## src/rtl/core/sbt_pkg.sv

```systemverilog
`timescale 1ns / 1ps

package sbt_pkg;

  typedef enum logic [1:0] {
    MODE_IDLE = 2'd0,
    MODE_WORD = 2'd1,
    MODE_NUM  = 2'd2,
    MODE_OP   = 2'd3
  } mode_t;

  localparam logic [5:0] K_END      = 6'd0;
  localparam logic [5:0] K_NAME     = 6'd1;
  localparam logic [5:0] K_INT      = 6'd2;
  localparam logic [5:0] K_FN       = 6'd3;
  localparam logic [5:0] K_LPAREN   = 6'd4;
  localparam logic [5:0] K_RPAREN   = 6'd5;
  localparam logic [5:0] K_LBRACE   = 6'd6;
  localparam logic [5:0] K_RBRACE   = 6'd7;
  localparam logic [5:0] K_LBRACKET = 6'd8;
  localparam logic [5:0] K_RBRACKET = 6'd9;
  localparam logic [5:0] K_ADD      = 6'd10;
  localparam logic [5:0] K_ADD_EQ   = 6'd11;
  localparam logic [5:0] K_SUB      = 6'd12;
  localparam logic [5:0] K_SUB_EQ   = 6'd13;
  localparam logic [5:0] K_MUL      = 6'd14;
  localparam logic [5:0] K_MUL_EQ   = 6'd15;
  localparam logic [5:0] K_DIV      = 6'd16;
  localparam logic [5:0] K_DIV_EQ   = 6'd17;
  localparam logic [5:0] K_MOD      = 6'd18;
  localparam logic [5:0] K_MOD_EQ   = 6'd19;
  localparam logic [5:0] K_ASSIGN   = 6'd20;
  localparam logic [5:0] K_EQ       = 6'd21;
  localparam logic [5:0] K_AND      = 6'd22;
  localparam logic [5:0] K_LAND     = 6'd23;
  localparam logic [5:0] K_AND_EQ   = 6'd24;
  localparam logic [5:0] K_OR       = 6'd25;
  localparam logic [5:0] K_LOR      = 6'd26;
  localparam logic [5:0] K_OR_EQ    = 6'd27;
  localparam logic [5:0] K_XOR      = 6'd28;
  localparam logic [5:0] K_XOR_EQ   = 6'd29;
  localparam logic [5:0] K_NOT      = 6'd30;
  localparam logic [5:0] K_LT       = 6'd31;
  localparam logic [5:0] K_SHL      = 6'd32;
  localparam logic [5:0] K_SHL_EQ   = 6'd33;
  localparam logic [5:0] K_LE       = 6'd34;
  localparam logic [5:0] K_GT       = 6'd35;
  localparam logic [5:0] K_SHR      = 6'd36;
  localparam logic [5:0] K_SHR_EQ   = 6'd37;
  localparam logic [5:0] K_GE       = 6'd38;
  localparam logic [5:0] K_NE       = 6'd39;
  localparam logic [5:0] K_LNOT     = 6'd40;
  localparam logic [5:0] K_ERROR    = 6'd41;

  localparam logic [3:0] P_NONE   = 4'd0;
  localparam logic [3:0] P_ADD    = 4'd1;
  localparam logic [3:0] P_SUB    = 4'd2;
  localparam logic [3:0] P_MUL    = 4'd3;
  localparam logic [3:0] P_DIV    = 4'd4;
  localparam logic [3:0] P_MOD    = 4'd5;
  localparam logic [3:0] P_ASSIGN = 4'd6;
  localparam logic [3:0] P_AND    = 4'd7;
  localparam logic [3:0] P_OR     = 4'd8;
  localparam logic [3:0] P_XOR    = 4'd9;
  localparam logic [3:0] P_LT     = 4'd10;
  localparam logic [3:0] P_SHL    = 4'd11;
  localparam logic [3:0] P_GT     = 4'd12;
  localparam logic [3:0] P_SHR    = 4'd13;
  localparam logic [3:0] P_LNOT   = 4'd14;

  localparam logic [7:0] CHAR_F        = 8'h66;
  localparam logic [7:0] CHAR_N        = 8'h6E;
  localparam logic [7:0] HIGH_BIT_MASK = 8'h80;

  localparam int RES_DEPTH    = 4;
  localparam int RES_PTR_BITS = $clog2(RES_DEPTH);
  localparam int RES_CNT_BITS = $clog2(RES_DEPTH + 1);

  typedef struct packed {
    logic [5:0]  kind;
    logic [31:0] start;
    logic [15:0] len;
    logic        last;
  } result_t;

  function automatic logic [5:0] alone_kind(input logic [3:0] p);
    logic [5:0] k;
    case (p)
      P_ADD:    k = K_ADD;
      P_SUB:    k = K_SUB;
      P_MUL:    k = K_MUL;
      P_DIV:    k = K_DIV;
      P_MOD:    k = K_MOD;
      P_ASSIGN: k = K_ASSIGN;
      P_AND:    k = K_AND;
      P_OR:     k = K_OR;
      P_XOR:    k = K_XOR;
      P_LT:     k = K_LT;
      P_SHL:    k = K_SHL;
      P_GT:     k = K_GT;
      P_SHR:    k = K_SHR;
      P_LNOT:   k = K_LNOT;
      default:  k = K_ERROR;
    endcase
    return k;
  endfunction

  function automatic logic [5:0] eq_kind(input logic [3:0] p);
    logic [5:0] k;
    case (p)
      P_ADD:    k = K_ADD_EQ;
      P_SUB:    k = K_SUB_EQ;
      P_MUL:    k = K_MUL_EQ;
      P_DIV:    k = K_DIV_EQ;
      P_MOD:    k = K_MOD_EQ;
      P_ASSIGN: k = K_EQ;
      P_AND:    k = K_AND_EQ;
      P_OR:     k = K_OR_EQ;
      P_XOR:    k = K_XOR_EQ;
      P_LT:     k = K_LE;
      P_SHL:    k = K_SHL_EQ;
      P_GT:     k = K_GE;
      P_SHR:    k = K_SHR_EQ;
      P_LNOT:   k = K_NE;
      default:  k = K_ERROR;
    endcase
    return k;
  endfunction

  function automatic logic is_word_byte(input logic [7:0] c);
    return (c inside {["a":"z"], ["A":"Z"]}) || ((c & HIGH_BIT_MASK) != 8'h00);
  endfunction

  function automatic logic is_digit_byte(input logic [7:0] c);
    return c inside {["0":"9"]};
  endfunction

endpackage

```

## src/rtl/core/source_byte_tokenizer.sv

```systemverilog
`timescale 1ns / 1ps

// Maximal-munch tokenizer that takes one source byte per cycle unless in_stall is raised.
// An accepted byte sits in an input register, where the lexer logic turns it into zero,
// one or two tokens that go into a four-entry result queue, and the first token of a byte
// is offered from the head of that queue. A new byte is taken every cycle as long as the
// queue has room for two tokens; since the output side moves one token per cycle while
// out_stall is low, a byte that closes a held token and opens another single-byte token
// puts two tokens in the queue. An unknown byte yields an error token and the block then
// drops all further bytes without result until reset.
module source_byte_tokenizer import sbt_pkg::*; #(
  parameter int LENGTH_BITS   = 16,
  parameter int POSITION_BITS = 32
) (
  input  logic        clk,
  input  logic        rst_n,
  input  logic        in_valid,
  output logic        in_stall,
  input  logic [7:0]  in_source_byte,
  input  logic        in_end_of_input,
  output logic        out_valid,
  input  logic        out_stall,
  output logic [5:0]  out_token_kind,
  output logic [31:0] out_start_position,
  output logic [15:0] out_token_length,
  output logic        out_last_of_step
);

  logic       stg_v_r, stg_v_nxt;
  logic [7:0] stg_byte_r;
  logic       stg_eoi_r;
  logic       room, adv, take;
  result_t    res0, res1, head;
  logic [1:0] res_cnt, push_cnt;

  assign adv      = stg_v_r && room;
  assign in_stall = stg_v_r && !room;
  assign take     = in_valid && !in_stall;
  assign push_cnt = adv ? res_cnt : 2'd0;

  always_comb begin
    stg_v_nxt = stg_v_r;
    if (take) begin
      stg_v_nxt = 1'b1;
    end else if (adv) begin
      stg_v_nxt = 1'b0;
    end
  end

  always_ff @(posedge clk) begin
    if (!rst_n) begin
      stg_v_r <= 1'b0;
    end else begin
      stg_v_r <= stg_v_nxt;
    end
  end

  always_ff @(posedge clk) begin
    if (take) begin
      stg_byte_r <= in_source_byte;
      stg_eoi_r  <= in_end_of_input;
    end
  end

  sbt_lexer #(
    .LENGTH_BITS   (LENGTH_BITS),
    .POSITION_BITS (POSITION_BITS)
  ) u_lexer (
    .clk       (clk),
    .rst_n     (rst_n),
    .step      (adv),
    .step_byte (stg_byte_r),
    .step_eoi  (stg_eoi_r),
    .res0      (res0),
    .res1      (res1),
    .res_cnt   (res_cnt)
  );

  sbt_res_fifo u_res_fifo (
    .clk       (clk),
    .rst_n     (rst_n),
    .push0     (res0),
    .push1     (res1),
    .push_cnt  (push_cnt),
    .room      (room),
    .pop_valid (out_valid),
    .pop       (!out_stall),
    .head      (head)
  );

  assign out_token_kind     = head.kind;
  assign out_start_position = head.start;
  assign out_token_length   = head.len;
  assign out_last_of_step   = head.last;

endmodule

```

## src/rtl/core/sbt_lexer.sv

```systemverilog
`timescale 1ns / 1ps

module sbt_lexer import sbt_pkg::*; #(
  parameter int LENGTH_BITS   = 16,
  parameter int POSITION_BITS = 32
) (
  input  logic       clk,
  input  logic       rst_n,
  input  logic       step,
  input  logic [7:0] step_byte,
  input  logic       step_eoi,
  output result_t    res0,
  output result_t    res1,
  output logic [1:0] res_cnt
);

  localparam logic [LENGTH_BITS-1:0]   LEN_MAX = '1;
  localparam logic [LENGTH_BITS-1:0]   LEN_ONE = LENGTH_BITS'(1);
  localparam logic [POSITION_BITS-1:0] POS_ONE = POSITION_BITS'(1);

  mode_t                    mode_r, mode_nxt;
  logic [3:0]               pend_r, pend_nxt;
  logic [1:0]               kwp_r, kwp_nxt;
  logic [POSITION_BITS-1:0] tstart_r, tstart_nxt;
  logic [LENGTH_BITS-1:0]   tcnt_r, tcnt_nxt;
  logic [POSITION_BITS-1:0] bpos_r, bpos_nxt;
  logic                     halted_r, halted_nxt;

  logic [LENGTH_BITS-1:0] tcnt_inc;
  logic [63:0]            tstart_w, bpos_w, tcnt_w, tcnt_inc_w;
  result_t                held, fst, snd;
  logic                   fst_v, snd_v, absorbed;

  assign tcnt_inc   = (tcnt_r == LEN_MAX) ? tcnt_r : tcnt_r + LEN_ONE;
  assign tstart_w   = 64'(tstart_r);
  assign bpos_w     = 64'(bpos_r);
  assign tcnt_w     = 64'(tcnt_r);
  assign tcnt_inc_w = 64'(tcnt_inc);

  always_comb begin
    held.start = tstart_w[31:0];
    held.len   = tcnt_w[15:0];
    held.last  = 1'b0;
    case (mode_r)
      MODE_WORD: held.kind = (kwp_r == 2'd2) ? K_FN : K_NAME;
      MODE_NUM:  held.kind = K_INT;
      MODE_OP:   held.kind = alone_kind(pend_r);
      default:   held.kind = K_END;
    endcase
  end

  always_comb begin
    mode_nxt   = mode_r;
    pend_nxt   = pend_r;
    kwp_nxt    = kwp_r;
    tstart_nxt = tstart_r;
    tcnt_nxt   = tcnt_r;
    bpos_nxt   = bpos_r;
    halted_nxt = halted_r;
    fst_v      = 1'b0;
    snd_v      = 1'b0;
    fst        = held;
    snd        = '0;
    absorbed   = 1'b0;
    if (step && !halted_r) begin
      if (step_eoi) begin
        fst_v      = (mode_r != MODE_IDLE);
        snd_v      = 1'b1;
        snd.kind   = K_END;
        snd.start  = bpos_w[31:0];
        snd.len    = 16'd0;
        mode_nxt   = MODE_IDLE;
        pend_nxt   = P_NONE;
        kwp_nxt    = 2'd0;
        tcnt_nxt   = '0;
      end else begin
        bpos_nxt = bpos_r + POS_ONE;
        if (mode_r == MODE_WORD && is_word_byte(step_byte)) begin
          absorbed = 1'b1;
          kwp_nxt  = (kwp_r == 2'd1 && step_byte == CHAR_N) ? 2'd2 : 2'd3;
          tcnt_nxt = tcnt_inc;
        end else if (mode_r == MODE_NUM && is_digit_byte(step_byte)) begin
          absorbed = 1'b1;
          tcnt_nxt = tcnt_inc;
        end else if (mode_r == MODE_OP) begin
          snd.start = tstart_w[31:0];
          snd.len   = tcnt_inc_w[15:0];
          if (step_byte == "=" || (pend_r == P_AND && step_byte == "&") ||
              (pend_r == P_OR && step_byte == "|")) begin
            absorbed = 1'b1;
            snd_v    = 1'b1;
            if (step_byte == "=") begin
              snd.kind = eq_kind(pend_r);
            end else if (pend_r == P_AND) begin
              snd.kind = K_LAND;
            end else begin
              snd.kind = K_LOR;
            end
            mode_nxt = MODE_IDLE;
            pend_nxt = P_NONE;
            tcnt_nxt = '0;
          end else if (pend_r == P_LT && step_byte == "<") begin
            absorbed = 1'b1;
            pend_nxt = P_SHL;
            tcnt_nxt = tcnt_inc;
          end else if (pend_r == P_GT && step_byte == ">") begin
            absorbed = 1'b1;
            pend_nxt = P_SHR;
            tcnt_nxt = tcnt_inc;
          end
        end
        if (!absorbed) begin
          fst_v     = (mode_r != MODE_IDLE);
          mode_nxt  = MODE_IDLE;
          pend_nxt  = P_NONE;
          kwp_nxt   = 2'd0;
          tcnt_nxt  = '0;
          snd.start = bpos_w[31:0];
          snd.len   = 16'd1;
          snd.kind  = K_ERROR;
          case (step_byte)
            " ", "\t", "\r", "\n", 8'h00: snd_v = 1'b0;
            "(": begin snd_v = 1'b1; snd.kind = K_LPAREN;   end
            ")": begin snd_v = 1'b1; snd.kind = K_RPAREN;   end
            "{": begin snd_v = 1'b1; snd.kind = K_LBRACE;   end
            "}": begin snd_v = 1'b1; snd.kind = K_RBRACE;   end
            "[": begin snd_v = 1'b1; snd.kind = K_LBRACKET; end
            "]": begin snd_v = 1'b1; snd.kind = K_RBRACKET; end
            "~": begin snd_v = 1'b1; snd.kind = K_NOT;      end
            "+", "-", "*", "/", "%", "=", "&", "|", "^", "<", ">", "!": begin
              mode_nxt   = MODE_OP;
              tstart_nxt = bpos_r;
              tcnt_nxt   = LEN_ONE;
              case (step_byte)
                "+":     pend_nxt = P_ADD;
                "-":     pend_nxt = P_SUB;
                "*":     pend_nxt = P_MUL;
                "/":     pend_nxt = P_DIV;
                "%":     pend_nxt = P_MOD;
                "=":     pend_nxt = P_ASSIGN;
                "&":     pend_nxt = P_AND;
                "|":     pend_nxt = P_OR;
                "^":     pend_nxt = P_XOR;
                "<":     pend_nxt = P_LT;
                ">":     pend_nxt = P_GT;
                default: pend_nxt = P_LNOT;
              endcase
            end
            default: begin
              if (is_word_byte(step_byte)) begin
                mode_nxt   = MODE_WORD;
                kwp_nxt    = (step_byte == CHAR_F) ? 2'd1 : 2'd3;
                tstart_nxt = bpos_r;
                tcnt_nxt   = LEN_ONE;
              end else if (is_digit_byte(step_byte)) begin
                mode_nxt   = MODE_NUM;
                tstart_nxt = bpos_r;
                tcnt_nxt   = LEN_ONE;
              end else begin
                snd_v      = 1'b1;
                halted_nxt = 1'b1;
              end
            end
          endcase
        end
      end
    end
  end

  always_comb begin
    res0 = '0;
    res1 = '0;
    if (fst_v) begin
      res0      = fst;
      res0.last = !snd_v;
      res1      = snd;
      res1.last = 1'b1;
      res_cnt   = snd_v ? 2'd2 : 2'd1;
    end else begin
      res0      = snd;
      res0.last = 1'b1;
      res_cnt   = snd_v ? 2'd1 : 2'd0;
    end
  end

  always_ff @(posedge clk) begin
    if (!rst_n) begin
      mode_r   <= MODE_IDLE;
      pend_r   <= P_NONE;
      kwp_r    <= 2'd0;
      tstart_r <= '0;
      tcnt_r   <= '0;
      bpos_r   <= '0;
      halted_r <= 1'b0;
    end else begin
      mode_r   <= mode_nxt;
      pend_r   <= pend_nxt;
      kwp_r    <= kwp_nxt;
      tstart_r <= tstart_nxt;
      tcnt_r   <= tcnt_nxt;
      bpos_r   <= bpos_nxt;
      halted_r <= halted_nxt;
    end
  end

endmodule

```

## src/rtl/core/sbt_res_fifo.sv

```systemverilog
`timescale 1ns / 1ps

module sbt_res_fifo import sbt_pkg::*; (
  input  logic       clk,
  input  logic       rst_n,
  input  result_t    push0,
  input  result_t    push1,
  input  logic [1:0] push_cnt,
  output logic       room,
  output logic       pop_valid,
  input  logic       pop,
  output result_t    head
);

  localparam logic [RES_CNT_BITS-1:0] ROOM_MAX = RES_CNT_BITS'(RES_DEPTH - 2);
  localparam logic [RES_PTR_BITS-1:0] PTR_ONE  = RES_PTR_BITS'(1);

  result_t                 mem_r [RES_DEPTH];
  logic [RES_PTR_BITS-1:0] wptr_r, wptr_nxt, rptr_r, rptr_nxt;
  logic [RES_CNT_BITS-1:0] cnt_r, cnt_nxt;
  logic                    do_pop;

  assign room      = (cnt_r <= ROOM_MAX);
  assign pop_valid = (cnt_r != '0);
  assign head      = mem_r[rptr_r];
  assign do_pop    = pop && pop_valid;

  always_comb begin
    wptr_nxt = wptr_r + RES_PTR_BITS'(push_cnt);
    rptr_nxt = do_pop ? rptr_r + PTR_ONE : rptr_r;
    cnt_nxt  = cnt_r + RES_CNT_BITS'(push_cnt) - RES_CNT_BITS'(do_pop);
  end

  always_ff @(posedge clk) begin
    if (push_cnt != 2'd0) begin
      mem_r[wptr_r] <= push0;
    end
    if (push_cnt == 2'd2) begin
      mem_r[wptr_r + PTR_ONE] <= push1;
    end
  end

  always_ff @(posedge clk) begin
    if (!rst_n) begin
      wptr_r <= '0;
      rptr_r <= '0;
      cnt_r  <= '0;
    end else begin
      wptr_r <= wptr_nxt;
      rptr_r <= rptr_nxt;
      cnt_r  <= cnt_nxt;
    end
  end

endmodule

```

## config.mk

```make
export PLATFORM = sky130hd
export DESIGN_NAME = source_byte_tokenizer
export DESIGN_NICKNAME = d
export VERILOG_FILES = /design/src/rtl/core/sbt_pkg.sv /design/src/rtl/core/source_byte_tokenizer.sv /design/src/rtl/core/sbt_lexer.sv /design/src/rtl/core/sbt_res_fifo.sv
export SDC_FILE = /design/constraint.sdc
export NUM_CORES = 1
export LEC_CHECK = 0
export BUFFER_PORTS_ARGS = -buffer_cell sky130_fd_sc_hd__buf_2
export CORE_AREA = 2 2 203 205
export CTS_BUF_LIST = sky130_fd_sc_hd__clkbuf_16
export CTS_CLUSTER_DIAMETER = 120
export DETAILED_ROUTE_END_ITERATION = 7
export DIE_AREA = 0 0 205 207
export REMOVE_ABC_BUFFERS = 1
export SYNTH_ARGS = -nofsm -noshare
export SYNTH_HDL_FRONTEND = slang
export SYNTH_HIERARCHICAL = 1
export SYNTH_SLANG_ARGS = --single-unit
export TNS_END_PERCENT = 1
```

## constraint.sdc

```tcl
create_clock -name clk -period 15.33 [get_ports clk]
set_input_delay 1.533 -clock clk [delete_from_list [all_inputs] [get_ports clk]]
set_output_delay 1.533 -clock clk [all_outputs]
set_load 0.05 [all_outputs]
```

==> impl_metrics.json <==
{
  "status": "finished, final reports clean",
  "cts-root-buf": "clkbuf_16",
  "critical-path-top-delay-family": "buffers and inverters",
  "path_buf_inv": 3,
  "crit_path_max_incr_delay_ns": 0.87,
  "p_seq_share_pct": 43.3,
  "initial_core_util_pct": 46.4,
  "min_from": "u_res_fifo/rptr_r[1]",
  "crit_path_start": "stg_byte_r[3]",
  "viasPerCell": 5.74,
  "synth_edf_count": 229,
  "cts_resized": 0,
  "area_delta_synth_final_pct": 9.01,
  "dp.cells": 1974,
  "grt_max_degree": 57,
  "hold_class": "reg2reg",
  "p_clk_share_pct": 37.3,
  "mostFrequentLayoutCell": "edfxtp_1",
  "hpwl_um": 24700,
  "post_drt_wl_per_cell_um": 20.8,
  "relSlewSlack_pct": 20.7,
  "finalSetupTns_ns": 0,
  "gp_congestion": 0.875,
  "cts_tree": "built",
  "rsz0062_at_grt": "false",
  "htree_levels": 2,
  "ios": 70,
  "power_density_nw_per_um2": 116,
  "synth_seq_cells": 340,
  "timing.rr.start": "stg_byte_r[3]",
  "critPathArrivalTime_ns": 6.33,
  "clock-sinks": 340,
  "hold_buffers": 0,
  "multi_input_area_sq_um": 8870,
  "antenna_left": 0,
  "synthArstFlopShare_pct": 0,
  "path_class": "reg2reg",
  "power_leakage_nw": 7.04,
  "path_cells": "nand4bb_1, nor3_2, o311a_4, nor3_4, o21a_1, o21ai_4, inv_2, ha_1, and3_1, and4bb_4, buf_4, o21bai_4, buf_4",
  "sw_frac_of_total_pct": 29.5,
  "grt_pass1_vias": 11715,
  "clk-insertion-delay-late_ns": 0.54,
  "drt-initial-drc-count": 817,
  "internal_power_mw": 1.67,
  "cp-start-kind": "flip-flop",
  "std_cell_rows": 74,
  "mostFrequentLayoutCells": "229 x edfxtp_1, 147 x nor2_1, 139 x mux2_4, 109 x dfxtp_1, 69 x buf_2",
  "p_sw_uw": 699,
  "worst_slew_pin_slew_ns": 1.18,
  "crit_required_ns": 15.48,
  "cp_slowest_cell": "edfxtp_1",
  "period_needed_ns": 6.18,
  "synth_area_sq_um": 18700,
  "cts_max_path_buffers": 3,
  "syn_inst": 1455,
  "drive_above_1_share_pct": 25.7,
  "placement.io_buffers": 69,
  "antenna_found_initial": 0,
  "overflow": 0,
  "coreArea_sq_um": 40400,
  "grt_usage_pct": 20.0,
  "regArea_sq_um": 9100,
  "grt_pass1_wl_um": 66500,
  "syn_avg_cell_area_sq_um": 12.9,
  "numCtsBuffers": 38,
  "firstDrtPassIters": 5,
  "cp-end-kind": "flip-flop",
  "fin_cells": 2044,
  "vias": 11730,
  "combPwrFrac_pct": 19.4,
  "nFillCells": 3531,
  "postCtsSetupBuffers": 0,
  "post-route-period-util_pct": 40.3,
  "routed_wl_um": 42500,
  "cp_max_fo": 56,
  "ys_seq_area_share_pct": 48.6,
  "dieArea_sq_um": 42400,
  "slew_viol_final": 0,
  "cap_violations": 0,
  "drc": 0,
  "worst_clock_skew_ns": 0.0159,
  "clock.fmax_mhz": 162,
  "layout.nets": 1511,
  "regToRegSetupSlack_ns": 9.15,
  "fp.dieH_um": 207,
  "ir_worst_vdd_mv": 0.0904,
  "finalHoldViolCount": 0,
  "setup_violations": 0,
  "crit_path_frequent_cell": "buf_4",
  "die_w_um": 205,
  "clkTransAtPathRegs_ns": 0.06,
  "synth_ff_type": "edfxtp_1",
  "ys_warn_count": 6,
  "synth.distinct_cells": 92
}
[layer usage]
layer  wire length (um)  up-vias  share of wire (%)  GRT usage (%)
met5                  0        -                  0              0
met4                775        0                1.8           4.49
met3               1730       58                4.1           2.53
met2              20300      261                 48           32.9
met1              19800     5867                 46           28.2
li1                   -     5544                  -              -
[cell usage after synthesis (all sizes together) (6+ instances only)]
master    n  share of area [%]
a211oi    6               0.24
a21oi    54                1.4
a22o     49                2.3
a22oi    15               0.60
and2     18               0.60
and3     22               0.73
buf      89                3.8
clkbuf   25               0.51
dfxtp   111                 12
edfxtp  229                 37
ha       15                1.0
inv      24               0.48
mux2    220                 16
mux2i    41                2.2
mux4     55                6.6
nand2    57                1.1
nand2b   13               0.43
nand3    24               0.64
nand4     8               0.27
nor2    148                3.0
nor2b    11               0.41
nor3     16               0.57
o21ai    60                1.6
o22ai    10               0.33
o31ai     6               0.29
or2       6               0.20
or3      17               0.57
xnor2     9               0.42
xor2     22                1.0
[registers in the layout, indices dropped and copies added (netlist names), named ones only]
| name | count |
|---|---|
| u_res_fifo/rptr_r | 2 |
| stg_eoi_r | 1 |
| u_lexer/pend_r | 4 |
| u_res_fifo/wptr_r | 2 |
| u_lexer/tcnt_r | 16 |
| u_lexer/bpos_r | 32 |
| u_lexer/halted_r | 1 |
| u_res_fifo/mem_r | 220 |
| u_lexer/kwp_r | 2 |
| u_lexer/mode_r | 2 |
| stg_v_r | 1 |
| u_lexer/tstart_r | 32 |
| u_res_fifo/cnt_r | 3 |
| stg_byte_r | 8 |
[cell families after synthesis]
group	count (synthesis)	share of synthesized area [%]
compound gates	240	8.84
xor+xnor	33	1.69
fa+ha+maj	16	1.11
buf+inv	138	4.78
flops	340	48.6
mux	316	24.8
other cells	1	0.0200
simple gates	371	10.1
[cell type report]
class	count	share of cell area [%]
sequential	340	44.6
multi-input combinational	991	43.4
clock buffer	39	4.78
tap	532	3.26
timing repair buffer	87	2.35
clock inverter	30	1.13
inverter	24	0.441
antenna	1	0.0123
[path summary, 6_finish.rpt]
kind                              to  cells past startpoint
min                        flip-flop                      2
max          u_res_fifo/mem_r[2][40]                     13
min reg2reg                flip-flop                      2
max reg2reg  u_res_fifo/mem_r[2][40]                     13
[through the flow]
| stage | util (%) | setup WS [ns] | power [mW] | hold WS (ns) | instance area (sq um) |
|---|---|---|---|---|---|
| finish | 50.6 | 9.15 | 2.37 | 0.473 | 20400 |
| global route | 50.6 | 8.87 | 2.46 | 0.510 | 20400 |
| CTS | 50.6 | 9.20 | 2.40 | 0.483 | 20400 |
| detailed placement | 47.6 | 9.22 | 1.51 | 0.474 | 19200 |
| global placement | 47.6 | 9.32 | 1.51 | 0.454 | 19200 |
| floorplan | - | 6.52 | 1.39 | 0.449 | 18000 |
[power by group through the flow]
| stage | registers [mW] | logic (mW) | clock network, mW |
|---|---|---|---|
| final | 1.02 | 0.460 | 0.883 |
| after global routing | 1.03 | 0.485 | 0.942 |
| after CTS | 1.02 | 0.465 | 0.906 |
| after detailed placement | 1.04 | 0.464 | 0 |
| after global placement | 1.04 | 0.463 | 0 |
| after floorplan | 1.05 | 0.335 | 0 |
[worst min-delay path: cells and delay by family (launching register included)]
family | cells | cell delay (ns)
flops | 1 | 0.30
mux | 1 | 0.07
simple gates | 1 | 0.05
(Power assumes the default switching activity.)
